File: src/design/rrqs_pkg.sv
`timescale 1ns / 1ps
`default_nettype none
// Shared types and constants for the round-robin quantum scheduler.
// No dependencies; used by rrqs_cell and round_robin_quantum_scheduler.

package rrqs_pkg;

    // Number of job slots in the queue and the widths that follow from it.
    localparam int QUEUE_DEPTH = 16;
    localparam int IDX_W       = $clog2(QUEUE_DEPTH);
    localparam int CNT_W       = $clog2(QUEUE_DEPTH + 1);

    // Field widths.
    localparam int NAME_W = 8;
    localparam int TIME_W = 16;

    // Operation codes of an input item.
    localparam logic OP_ADD      = 1'b0;
    localparam logic OP_DISPATCH = 1'b1;

    // Status codes of a result item.
    localparam logic [1:0] STATUS_ADDED = 2'd0;
    localparam logic [1:0] STATUS_FULL  = 2'd1;
    localparam logic [1:0] STATUS_RAN   = 2'd2;
    localparam logic [1:0] STATUS_IDLE  = 2'd3;

    // One queued job.
    typedef struct packed {
        logic [NAME_W-1:0] name;
        logic [TIME_W-1:0] remaining;
    } job_t;

    // Per-cell control: shift toward the head, or load the broadcast job.
    typedef struct packed {
        logic shift;
        logic load;
    } cell_ctrl_t;

endpackage

`default_nettype wire

File: src/design/rrqs_cell.sv
`timescale 1ns / 1ps
`default_nettype none
// One queue slot of the scheduler's cell chain.
// Depends on rrqs_pkg for job_t and cell_ctrl_t.

module rrqs_cell import rrqs_pkg::*; (
    input  wire logic       aclk,
    input  wire cell_ctrl_t ctrl,
    input  wire job_t       neighbor_job,
    input  wire job_t       load_job,
    output job_t            job
);

    job_t job_reg;
    job_t job_next;

    // A load wins over a shift, so a requeued job lands after the chain moves.
    always_comb begin
        job_next = job_reg;
        if (ctrl.load) begin
            job_next = load_job;
        end else if (ctrl.shift) begin
            job_next = neighbor_job;
        end
    end

    always_ff @(posedge aclk) begin
        job_reg <= job_next;
    end

    assign job = job_reg;

endmodule

`default_nettype wire

File: src/design/round_robin_quantum_scheduler.sv
`timescale 1ns / 1ps
`default_nettype none
// Top level of the round-robin quantum scheduler.
// Depends on rrqs_pkg and instantiates a chain of rrqs_cell slots.

// The scheduler holds up to QUEUE_DEPTH jobs in a chain of cells with the
// oldest job always in the first cell. An add item writes the new job into
// the cell just past the last occupied one. A dispatch item runs the job in
// the first cell, moves every cell one step toward the head, and, if the job
// is not done, writes it back with its reduced time behind the last job. The
// result of each item is registered and appears on the m_ side
// the cycle after acceptance. A new item is accepted in every cycle in which
// the result register is empty or its item is being taken, so the sustained
// rate is one item per cycle when the output side does not stall. The quantum
// register may be written at any idle moment through cfg_wr_en.

module round_robin_quantum_scheduler import rrqs_pkg::*; (
    input  wire logic              aclk,
    input  wire logic              aresetn,
    // Configuration.
    input  wire logic              cfg_wr_en,
    input  wire logic [TIME_W-1:0] cfg_wr_data,
    // Input items.
    input  wire logic              s_valid,
    output logic                   s_ready,
    input  wire logic              s_operation,
    input  wire logic [NAME_W-1:0] s_job_name,
    input  wire logic [TIME_W-1:0] s_burst_time,
    // Result items.
    output logic                   m_valid,
    input  wire logic              m_ready,
    output logic [1:0]             m_status,
    output logic [NAME_W-1:0]      m_ran_name,
    output logic [TIME_W-1:0]      m_time_used,
    output logic [TIME_W-1:0]      m_time_left,
    output logic                   m_finished
);

    logic [TIME_W-1:0] quantum_reg;
    logic [CNT_W-1:0]  count_reg;
    logic [CNT_W-1:0]  count_next;
    logic [CNT_W-1:0]  count_dec;

    logic              out_valid_reg;
    logic              out_valid_next;
    logic [1:0]        status_reg;
    logic [1:0]        status_next;
    logic [NAME_W-1:0] ran_name_reg;
    logic [NAME_W-1:0] ran_name_next;
    logic [TIME_W-1:0] time_used_reg;
    logic [TIME_W-1:0] time_used_next;
    logic [TIME_W-1:0] time_left_reg;
    logic [TIME_W-1:0] time_left_next;
    logic              finished_reg;
    logic              finished_next;

    logic              accept;
    logic              full;
    logic              empty;
    logic              fits;
    logic [TIME_W-1:0] left_after;
    logic              load_en;
    logic              shift_en;
    logic [IDX_W-1:0]  load_idx;
    job_t              load_job;
    job_t              head_job;
    job_t              cell_job [QUEUE_DEPTH];

    // Handshake: the result register parts the two sides.
    assign s_ready = !out_valid_reg || m_ready;
    assign accept  = s_valid && s_ready;

    // Queue status and the head job's slice.
    assign full       = (count_reg == CNT_W'(QUEUE_DEPTH));
    assign empty      = (count_reg == '0);
    assign count_dec  = count_reg - CNT_W'(1);
    assign head_job   = cell_job[0];
    assign fits       = (head_job.remaining <= quantum_reg);
    assign left_after = head_job.remaining - quantum_reg;

    // Chain control and next values of the result register.
    always_comb begin
        count_next     = count_reg;
        load_en        = 1'b0;
        shift_en       = 1'b0;
        load_idx       = count_reg[IDX_W-1:0];
        load_job.name      = s_job_name;
        load_job.remaining = s_burst_time;
        out_valid_next = out_valid_reg && !m_ready;
        status_next    = status_reg;
        ran_name_next  = ran_name_reg;
        time_used_next = time_used_reg;
        time_left_next = time_left_reg;
        finished_next  = finished_reg;
        if (accept) begin
            out_valid_next = 1'b1;
            status_next    = STATUS_IDLE;
            ran_name_next  = '0;
            time_used_next = '0;
            time_left_next = '0;
            finished_next  = 1'b0;
            if (s_operation == OP_ADD) begin
                if (full) begin
                    status_next = STATUS_FULL;
                end else begin
                    status_next = STATUS_ADDED;
                    load_en     = 1'b1;
                    count_next  = count_reg + CNT_W'(1);
                end
            end else if (!empty) begin
                status_next   = STATUS_RAN;
                ran_name_next = head_job.name;
                shift_en      = 1'b1;
                if (fits) begin
                    time_used_next = head_job.remaining;
                    finished_next  = 1'b1;
                    count_next     = count_dec;
                end else begin
                    time_used_next     = quantum_reg;
                    time_left_next     = left_after;
                    load_en            = 1'b1;
                    load_idx           = count_dec[IDX_W-1:0];
                    load_job.name      = head_job.name;
                    load_job.remaining = left_after;
                end
            end
        end
    end

    // The cell chain; the last cell takes nothing from beyond the end.
    for (genvar i = 0; i < QUEUE_DEPTH; i++) begin : g_cell
        cell_ctrl_t ctrl;
        job_t       neighbor;
        assign ctrl.shift = shift_en;
        assign ctrl.load  = load_en && (load_idx == IDX_W'(i));
        if (i == QUEUE_DEPTH - 1) begin : g_last
            assign neighbor = '0;
        end else begin : g_inner
            assign neighbor = cell_job[i+1];
        end
        rrqs_cell u_cell (
            .aclk         (aclk),
            .ctrl         (ctrl),
            .neighbor_job (neighbor),
            .load_job     (load_job),
            .job          (cell_job[i])
        );
    end

    // Control state and configuration.
    always_ff @(posedge aclk) begin
        if (!aresetn) begin
            quantum_reg   <= TIME_W'(4);
            count_reg     <= '0;
            out_valid_reg <= 1'b0;
        end else begin
            if (cfg_wr_en) begin
                quantum_reg <= cfg_wr_data;
            end
            count_reg     <= count_next;
            out_valid_reg <= out_valid_next;
        end
    end

    // Result payload.
    always_ff @(posedge aclk) begin
        status_reg    <= status_next;
        ran_name_reg  <= ran_name_next;
        time_used_reg <= time_used_next;
        time_left_reg <= time_left_next;
        finished_reg  <= finished_next;
    end

    assign m_valid     = out_valid_reg;
    assign m_status    = status_reg;
    assign m_ran_name  = ran_name_reg;
    assign m_time_used = time_used_reg;
    assign m_time_left = time_left_reg;
    assign m_finished  = finished_reg;

    // The job count never passes the queue depth.
    a_count_bound: assert property (@(posedge aclk) disable iff (!aresetn)
        count_reg <= CNT_W'(QUEUE_DEPTH))
        else $error("job count above queue depth");

    // Every accepted item leaves a result in the output register.
    a_result_follows: assert property (@(posedge aclk) disable iff (!aresetn)
        accept |=> out_valid_reg)
        else $error("accepted item produced no result");

    // Only a dispatched job can be reported as finished.
    a_finish_ran: assert property (@(posedge aclk) disable iff (!aresetn)
        out_valid_reg && finished_reg |-> status_reg == STATUS_RAN)
        else $error("finished flag without a run");

    // An add to a full queue leaves the count alone.
    a_full_hold: assert property (@(posedge aclk) disable iff (!aresetn)
        accept && s_operation == OP_ADD && full |=> count_reg == $past(count_reg))
        else $error("add on full queue changed the count");

endmodule

`default_nettype wire

File: config.mk
export PLATFORM = sky130hd
export DESIGN_NAME = round_robin_quantum_scheduler
export DESIGN_NICKNAME = d
export VERILOG_FILES = /design/src/design/rrqs_pkg.sv /design/src/design/rrqs_cell.sv /design/src/design/round_robin_quantum_scheduler.sv
export SDC_FILE = /design/constraint.sdc
export NUM_CORES = 1
export LEC_CHECK = 0
export ABC_AREA = 1
export BUFFER_PORTS_ARGS = -buffer_cell sky130_fd_sc_hd__buf_4
export CORE_MARGIN = 2
export CORE_UTILIZATION = 29
export CTS_BUF_LIST = sky130_fd_sc_hd__clkbuf_2 sky130_fd_sc_hd__clkbuf_4 sky130_fd_sc_hd__clkbuf_8
export CTS_CLUSTER_SIZE = 24
export DETAILED_ROUTE_END_ITERATION = 6
export GPL_ROUTABILITY_DRIVEN = 0
export GPL_TIMING_DRIVEN = 0
export PLACE_DENSITY = 0.44
export SLEW_MARGIN = 15
export SYNTH_ARGS = -nofsm -noshare
export SYNTH_HDL_FRONTEND = slang
export SYNTH_SLANG_ARGS = --single-unit
File: constraint.sdc
create_clock -name aclk -period 6.2 [get_ports aclk]
set_input_delay 0.31 -clock aclk [delete_from_list [all_inputs] [get_ports aclk]]
set_output_delay 0.31 -clock aclk [all_outputs]
set_load 0.01 [all_outputs]
* Word-level counts from Yosys, hierarchy flattened
Cells that the tools add are included.
** Storage, ports and cells
- Flip-flop bits (word level) :: 449
- Output and inout bits :: 45
- Logic and storage cells :: 164
** Cells by class
- $add $sub $neg :: 3
- Order comparisons :: 1
- Equal/unequal tests :: 19
- Mux-type cells :: 58
- Bitwise gates (word level) :: 1
- Reductions and logical operators :: 42
** Operators by type and width (number)
- 24-bit two-way mux :: 36
- 4-bit equality test, second input constant :: 8
- 2-bit nonzero test :: 16
- 5-bit two-way mux :: 4
- 1-bit logical AND :: 18
- 4-bit by 3-bit equality test with 1-bit output, second input constant :: 4
- 16-bit less-or-equal comparator :: 1
- 16-bit two-way mux :: 1
- 4-bit two-way mux :: 4
- 16-bit subtractor :: 1
- 1-bit two-way mux :: 12
- 4-bit by 2-bit equality test with 1-bit output, second input constant :: 2
- 5-bit by 1-bit adder with 5-bit output, second input constant :: 1
- 5-bit equality test, second input constant :: 1
- 5-bit logical NOT :: 1
- 5-bit by 1-bit subtractor with 5-bit output, second input constant :: 1
- 4-bit by 1-bit equality test with 1-bit output, second input constant :: 1
- 4-bit logical NOT :: 1
- 2-bit != test, second input constant :: 2
- 4-bit AND reduction :: 1
- 3-bit OR reduction :: 1
- 1-bit logical NOT :: 2
- 2-bit two-way mux :: 1
- 2-bit by 1-bit != test with 1-bit output, second input constant :: 1
- 3 further kinds :: 3

* Longest topological paths before layout
Gate-level depths: netlist of the first run.
- Depth after elaboration :: 8
- Gate-level depth with buffers :: 20
- Depth with buffers taken out :: 19

* Modules after synthesis
A second synthesis of the first run with hierarchy kept.
** Second synthesis, totals
- Cells, all modules :: 2161
- Area, all modules :: 21396.8 µm²
** Modules (own cells, without submodules)
- rrqs_cell :: times used 16, cells an instance 103, area an instance 1082.3 µm², seq. area each 720.7 µm²
- round_robin_quantum_scheduler :: times used 1, cells an instance 513, area an instance 4080.2 µm², seq. area each 1731.7 µm²

* Worst setup path before layout of the first run
OpenSTA, ideal clock, no wires.
- Kind :: reg2reg
- Start point :: reg out_valid_reg (netlist: m_valid)
- End point :: reg g_cell[2].u_cell.job_reg, in the netlist g_cell[2].u_cell.job[0], enable pin
- Library setup time :: 381 ps
- Arrival time :: 3076 ps
- Setup slack :: 2743 ps
- Stages on the path, launching flop included :: 12
- Path buffers :: 2
- Period minus slack after synthesis :: 3457 ps
- Cells stage by stage :: dfxtp_1 nand2_1 nand2_1 inv_1 nand2_1 a21oi_4 inv_2 nor2_4 buf_6 nand3_2 clkbuf_1 nand2_1
** Between the ends
- Cells in the longest elaborated chain, start to end :: 7
- Elaborated cells between the ends (all ways) :: 9
- Those cells by class :: eq/ne: 1; mux: 3; reduce/logical: 5
** Ends and longest elaborated chain
- start: declaration :: RTL line round_robin_quantum_scheduler.sv:44 : logic out_valid_reg;
- start signal: assignment :: RTL line round_robin_quantum_scheduler.sv:161 : out_valid_reg <= out_valid_next;
- 1-bit logical NOT * :: RTL line round_robin_quantum_scheduler.sv:70 : assign s_ready = !out_valid_reg || m_ready;
- 1-bit logical OR * :: RTL line round_robin_quantum_scheduler.sv:70
- via s_ready :: RTL line round_robin_quantum_scheduler.sv:25 : output logic s_ready,
- 1-bit logical AND * :: RTL line round_robin_quantum_scheduler.sv:71 : assign accept = s_valid && s_ready;
- via accept :: RTL line round_robin_quantum_scheduler.sv:57 : logic accept;
- 4-bit two-way mux :: RTL line round_robin_quantum_scheduler.sv:95 : if (accept) begin
- 4-bit by 2-bit equality test with 1-bit output :: RTL line round_robin_quantum_scheduler.sv:135 : assign ctrl.load = load_en && (load_idx == IDX_W'(i));
- 1-bit logical AND :: RTL line round_robin_quantum_scheduler.sv:135
- 2-bit nonzero test (no source line) *
- end signal: assignment :: RTL line rrqs_cell.sv:28 : job_reg <= job_next;
- end: declaration :: RTL line rrqs_cell.sv:14 : job_t job_reg;
Mark *: on every way through the listed nets, which the timed path passes. The rest lies on a longest branch.
A chain may end at the register's enable or synchronous reset.

* Worst setup path after layout of the first run
- Start point :: reg g_cell[0].u_cell.job_reg, in the netlist g_cell[0].u_cell.job[0]
- End point :: reg g_cell[9].u_cell.job_reg, in the netlist g_cell[9].u_cell.job[6], enable pin
** Between the ends
- Cells in the longest elaborated chain, start to end :: 8
- Elaborated cells between the ends (all ways) :: 12
- Those cells by class :: order compare: 1; eq/ne: 1; mux: 8; reduce/logical: 2
** Ends and longest elaborated chain
- start: declaration :: RTL line rrqs_cell.sv:14
- start signal: assignment :: RTL line rrqs_cell.sv:28
- 16-bit less-or-equal comparator * :: RTL line round_robin_quantum_scheduler.sv:78 : assign fits = (head_job.remaining <= quantum_reg);
- 4-bit two-way mux :: RTL line round_robin_quantum_scheduler.sv:114 : if (fits) begin
- 4-bit two-way mux :: RTL line round_robin_quantum_scheduler.sv:110 : end else if (!empty) begin
- 4-bit two-way mux :: RTL line round_robin_quantum_scheduler.sv:102 : if (s_operation == OP_ADD) begin
- 4-bit two-way mux :: RTL line round_robin_quantum_scheduler.sv:95
- 4-bit equality test :: RTL line round_robin_quantum_scheduler.sv:135
- 1-bit logical AND * :: RTL line round_robin_quantum_scheduler.sv:135
- 2-bit nonzero test (no source line) *
- end signal: assignment :: RTL line rrqs_cell.sv:28
- end: declaration :: RTL line rrqs_cell.sv:14
Every way passes the cells marked *; elsewhere a longest branch is shown, timed or not.

==> flow_summary.toml, run 1 <==
[run_status]
outcome = "completed"

[clocking]
htree_levels = 3
cts_max_path_buffers = 3
cts_tree = "yes"
cts_sinks = 449
worstSkewPairLatency_ns = 0.71
path_clk_slew_ns = 0.06
cts-root-buf = "clkbuf_8"
cts_buffers = 84

[routing]
first_pass_iters = 7
vias = 16623
first_iter_violations = 1178
vias_per_cell = 4.82
drt_wl_total_microns = 64700
drc = 0
ant_nets = 0
wl_per_cell_microns = 18.8

[worst_setup_path]
cp.buffers_inverters = 3
cp_max_fo = 24
crit_path_max_incr_delay_ns = 0.82
crit_top_cell = "nand2_1"
end_kind = "flip-flop"
cp.depth = 17
crit_slowest_cell = "nand2_1"
path_cells = "inv_1 -> ha_1 -> fa_1 -> inv_1 -> nand3_1 -> nand2_1 -> nand2_1 -> nand2_2 -> nand2_2 -> nand2_4 -> nand3_4 -> nand2_1 -> nand2_1 -> nor2_4 -> nand2_1 -> buf_2 -> nand2_1"
crit_family = "simple AND/OR/NAND/NOR gates"
reg2reg_depth = 17
crit_arrival_ns = 4.94
required_ns = 6.47
worst-setup-path-type = "flip-flop to flip-flop"
critPathLaunchType = "flip-flop"

[global_routing]
grt_usage = 0.168
grt_overflow = 0
grt_pass1_wl_microns = 98900
antenna_found_initial = 3
grt_pass1_vias = 16826
grt_max_degree = 38

[placement]
portBuffers = 89
place_ws_ns = 1.56
dp.cells = 3268
dpl.hpwl_microns = 47300

[die]
die_height_microns = 276
initial_core_util = 0.294
core_sq_um = 73200
ios = 91
die_area_sq_um = 76400
die_w_microns = 276
num_rows = 99

[min_path]
min_delay_path_depth = 3
min_path_type = "input pin to flip-flop"

[synthesis]
synthTopCellsByArea = "edfxtp_1 (60%), nand2_1 (15%), nand4_1 (5.8%), nand3_1 (4.3%), buf_2 (2.3%)"
synth_area_sq_um = 21500
synthXorXnorAreaFrac = 0.00447
syn_avg_cell_area_sq_um = 9.70
synthFlopType = "edfxtp_1"
synthSimpleGateAreaFrac = 0.281
seq_area_frac_synth = 0.616
synth_top_area_share = 0.596
yosys.area.top_type = "edfxtp_1"
ys_ff_latch = 449
synth_edf_count = 427
synth_top_family_by_area = "simple AND/OR/NAND/NOR gates"
synthAdderAreaFrac = 0.0114
synth-async-reset-ratio = 0
synth.net_count = 2284
synth.distinct_cells = 38
ys_warn_count = 0
synthCells = 2219
synth_mux_area_frac = 0.000465
synth_compound_gate_area_share = 0.0281

[pwr]
p_leak_nw = 10.6
powerDensity_nw_per_um2 = 350
finalPower_mw = 8.85
peakVddDrop_mv = 0.155

[layout]
layout-drive-gt1-share = 0.160
layout.cells.non_filler = 3446
mostFrequentLayoutCells = "nand2_1 (870), edfxtp_1 (427), nand4_1 (200), nand3_1 (183), buf_4 (114)"
largest_reg_flops = 384
area_delta_synth_final_pct = 17.5
final_common_cell = "nand2_1"
layout.nets = 2490

[sta]
holdWs_ns = 0.0664
maxSlewHeadroom = 0.248
min_period_over_period = 0.753
drv_slew = 0
setup_ws_ns = 1.53
fin_skew_ns = 0.0653
setup_tns_ns = 0
rsz0062_at_grt = "no"
setup_viol = 0
tightest_slew_ns = 1.13
hold_violations = 0
fmax_mhz = 214
min_period_ns = 4.67

[flow_run]
drv_cap = 0
## report_power, final
group	internal (mW)	total, mW	switching, mW
clock network	1.47	2.78	1.31
registers	3.81	3.92	0.113
logic	0.544	2.15	1.60
total	5.82	8.85	3.03
## path summary, 6_finish.rpt
path / from / end / slack (ns)
worst min-delay path: aresetn / quantum_reg[5] / 0.07
worst max register to register: g_cell[0].u_cell.job[0] / g_cell[9].u_cell.job[6] / 1.53
worst min register to register: g_cell[3].u_cell.job[7] / g_cell[2].u_cell.job[7] / 0.47
worst max-delay path: g_cell[0].u_cell.job[0] / g_cell[9].u_cell.job[6] / 1.53
## synthesized netlist by cell type (6+ instances only)
master    instances
inv_1            91
buf_1             9
a21oi_1          37
nand2_2           9
o21ai_0          43
o21ai_1           9
clkbuf_1         33
nor2_1           64
o21a_1            8
ha_1             18
buf_4            25
dfxtp_1          22
o21ai_2           6
xnor2_1           6
nor2_4            7
nand4_1         200
nand2_1         873
inv_2             9
nand3_1         183
nand3_2           9
edfxtp_1        427
buf_2           101
## metrics by stage
stage | cell area [sq um] | utilization
finish | 25300 | 0.346
global route | 25300 | 0.346
detailed placement | 23400 | 0.320
floorplan | 21500 | -
global placement | 23400 | 0.320
CTS | 25300 | 0.345
## repair_timing
item,4_1_cts,5_1_grt
hold buffers,30,0
hold endpoints to repair,19,0
setup buffers,0,0
gates resized for setup,0,0
## kinds of logic (layout without fill, tap and decap cells)
group           count (synthesis)  after routing
other cells                     0              1
compound gates                108            108
mux                             1              1
xor+xnor                       11             11
fa+ha+maj                      19             19
flops                         449            449
simple gates                 1359           1359
buf+inv                       272            539
## worst min-delay path: cells and delay by family
family | cells | cell delay, ns
buffers and inverters | 1 | 0.20
AOI/OAI and AO/OA | 2 | 0.20
## layout make-up
cell class	count	area [sq um]
fill	7506	47900
sequential	449	13300
multi-input combinational	1498	7000
clock buffer	111	1360
tap	959	1200
timing repair buffer	120	988
buffer	172	896
inverter	100	375
clock inverter	36	209
antenna	1	2.50
## per-layer routing
metal | share of wire | track usage | vias to the layer above
met2 | 0.50 | 0.301 | 378
met5 | 0 | 0 | -
met3 | 0.041 | 0.0286 | 124
li1 | - | - | 8069
met1 | 0.42 | 0.198 | 8052
met4 | 0.036 | 0.0716 | 0
Power figures use the tool's default switching activity.
==> run 2, diff against run 1 <==
- PLACE_DENSITY: 0.44 -> 0.45
- clock period: 6.2 -> 4.2 ns (I/O delays scaled with it)
==> flow_summary.toml, run 2 (synthesis results as in run 1) <==
[global_routing]
grt_pass1_wl_microns = 98900
grt_pass1_vias = 16643
grt_overflow = 0
grt_usage = 0.167
antenna_found_initial = 4
grt_max_degree = 38

[clocking]
cts_tree = "yes"
cts-root-buf = "clkbuf_8"
cts_sinks = 449
worstSkewPairLatency_ns = 0.69
htree_levels = 3
cts_buffers = 85
path_clk_slew_ns = 0.06
cts_max_path_buffers = 3

[sta]
setup_viol = 0
hold_violations = 0
drv_slew = 0
maxSlewHeadroom = 0.404
fmax_mhz = 260
min_period_over_period = 0.914
min_period_ns = 3.84
tightest_slew_ns = 0.893
rsz0062_at_grt = "no"
fin_skew_ns = 0.0513

[pwr]
pwr-share-clk = 0.318
pwr-share-comb = 0.245
swShare = 0.334
p_seq_frac = 0.437
p_int_mw = 8.81
peakVddDrop_mv = 0.223
p_leak_nw = 10.7
power.net_switching_mw = 4.42
powerDensity_nw_per_um2 = 517

[routing]
drc = 0
ant_nets = 0
wl_per_cell_microns = 18.5
drt_wl_total_microns = 63900
vias_per_cell = 4.79
first_pass_iters = 5
first_iter_violations = 1116
vias = 16576

[layout]
mostFrequentLayoutCells = "nand2_1 (857), edfxtp_1 (427), nand4_1 (200), nand3_1 (183), buf_4 (122)"
largest_reg_flops = 384
area_delta_synth_final_pct = 18.9
fill_cells = 7381
layout.nets = 2503
layout-drive-gt1-share = 0.170
layout.cells.non_filler = 3461
fin_area_sq_um = 25600
final_common_cell = "nand2_1"

[min_path]
min_delay_worst_endpoint = "g_cell[2].u_cell.job[12]"
min_path_type = "input pin to flip-flop"
min_delay_path_depth = 5
hold_start = "s_burst_time[12]"

[die]
die_area_sq_um = 76400
initial_core_util = 0.294
die_height_microns = 276
ios = 91
num_rows = 99
core_sq_um = 73200
die_w_microns = 276

[placement]
dpl.hpwl_microns = 46900
portBuffers = 89
placed_cell_area_sq_um = 23400
dp.cells = 3268

[worst_setup_path]
rrSetupSlack_ns = 0.36
cp_max_fo = 24
critPathLaunchType = "flip-flop"
r2r-end = "g_cell[5].u_cell.job[6]"
crit_arrival_ns = 4.13
reg2reg_depth = 18
end_kind = "flip-flop"
timing.rr.start = "g_cell[0].u_cell.job[0]"
worst-setup-path-type = "flip-flop to flip-flop"
required_ns = 4.49

[flow_run]
drv_cap = 0

[run_status]
outcome = "completed"
[run 2: area by class of cell]
type	instances	area (sq um)	share of cell area
Sequential cell	449	13300	0.518
Tap cell	959	1200	0.0469
Clock buffer	118	1440	0.0564
Inverter	100	375	0.0147
Antenna cell	1	2.50	0.0000978
Buffer	172	897	0.0351
Multi-Input combinational cell	1498	7110	0.278
Clock inverter	32	195	0.00763
Timing Repair Buffer	132	1110	0.0433
[run 2: worst max-delay path by stage]
stage,start,to,cells past startpoint
floorplan,m_valid,g_cell[2].u_cell.job[0],11
global placement,m_ready,g_cell[11].u_cell.job[7],12
detailed placement,g_cell[0].u_cell.job[0],g_cell[13].u_cell.job[22],17
CTS,g_cell[0].u_cell.job[0],g_cell[8].u_cell.job[20],17
global route,g_cell[0].u_cell.job[0],g_cell[5].u_cell.job[6],18
finish,g_cell[0].u_cell.job[0],g_cell[5].u_cell.job[6],18
[run 2: metrics by stage]
stage	hold slack (ns)	setup TNS [ns]	util	total power [mW]	setup slack (ns)
3_5_place_dp	0.416	-83.97	0.320	9.02	-0.395
2_1_floorplan	0.309	0	-	7.80	0.743
4_1_cts	0.0733	0	0.348	13.3	0.0214
5_1_grt	0.132	0	0.350	13.9	0.00847
6_report	0.128	0	0.350	13.2	0.360
3_3_place_gp	0.415	-89.51	0.320	8.99	-0.323
[run 2: per-layer routing]
layer  GRT usage  vias up  routed length, microns  share of wire
li1            -     8109                       -              -
met1       0.200     7943                   27000           0.42
met2       0.298      407                   32200           0.50
met3      0.0316      117                    2790          0.044
met4      0.0590        0                    1910          0.030
met5           0        -                       0              0
[run 2: what timing repair did]
item,in CTS,in global routing
hold endpoints to repair,23,0
gates resized for setup,22,12
hold buffers,32,0
pin swaps,0,3
endpoints found under the setup margin,384,384
setup buffers,0,10
[run 2: power groups by stage]
stage | sequential, mW | clock [mW] | combinational [mW]
3_5_place_dp | 5.88 | 0 | 3.14
3_3_place_gp | 5.88 | 0 | 3.11
4_1_cts | 5.78 | 4.33 | 3.19
6_report | 5.78 | 4.21 | 3.24
2_1_floorplan | 5.83 | 0 | 1.97
5_1_grt | 5.81 | 4.52 | 3.59
[run 2: critical path, cell delays in order (launching register included)]
cell	delay, ns
edfxtp_1	0.41
inv_1	0.08
ha_1	0.22
fa_1	0.45
inv_1	0.09
nand3_1	0.06
nand2_1	0.08
nand2_1	0.06
nand2_2	0.12
nand2_2	0.08
nand2_4	0.13
nand3_4	0.17
inv_2	0.18
nand2_1	0.08
nand2_2	0.11
buf_4	0.23
nand3_2	0.18
buf_2	0.24
nand2_2	0.46
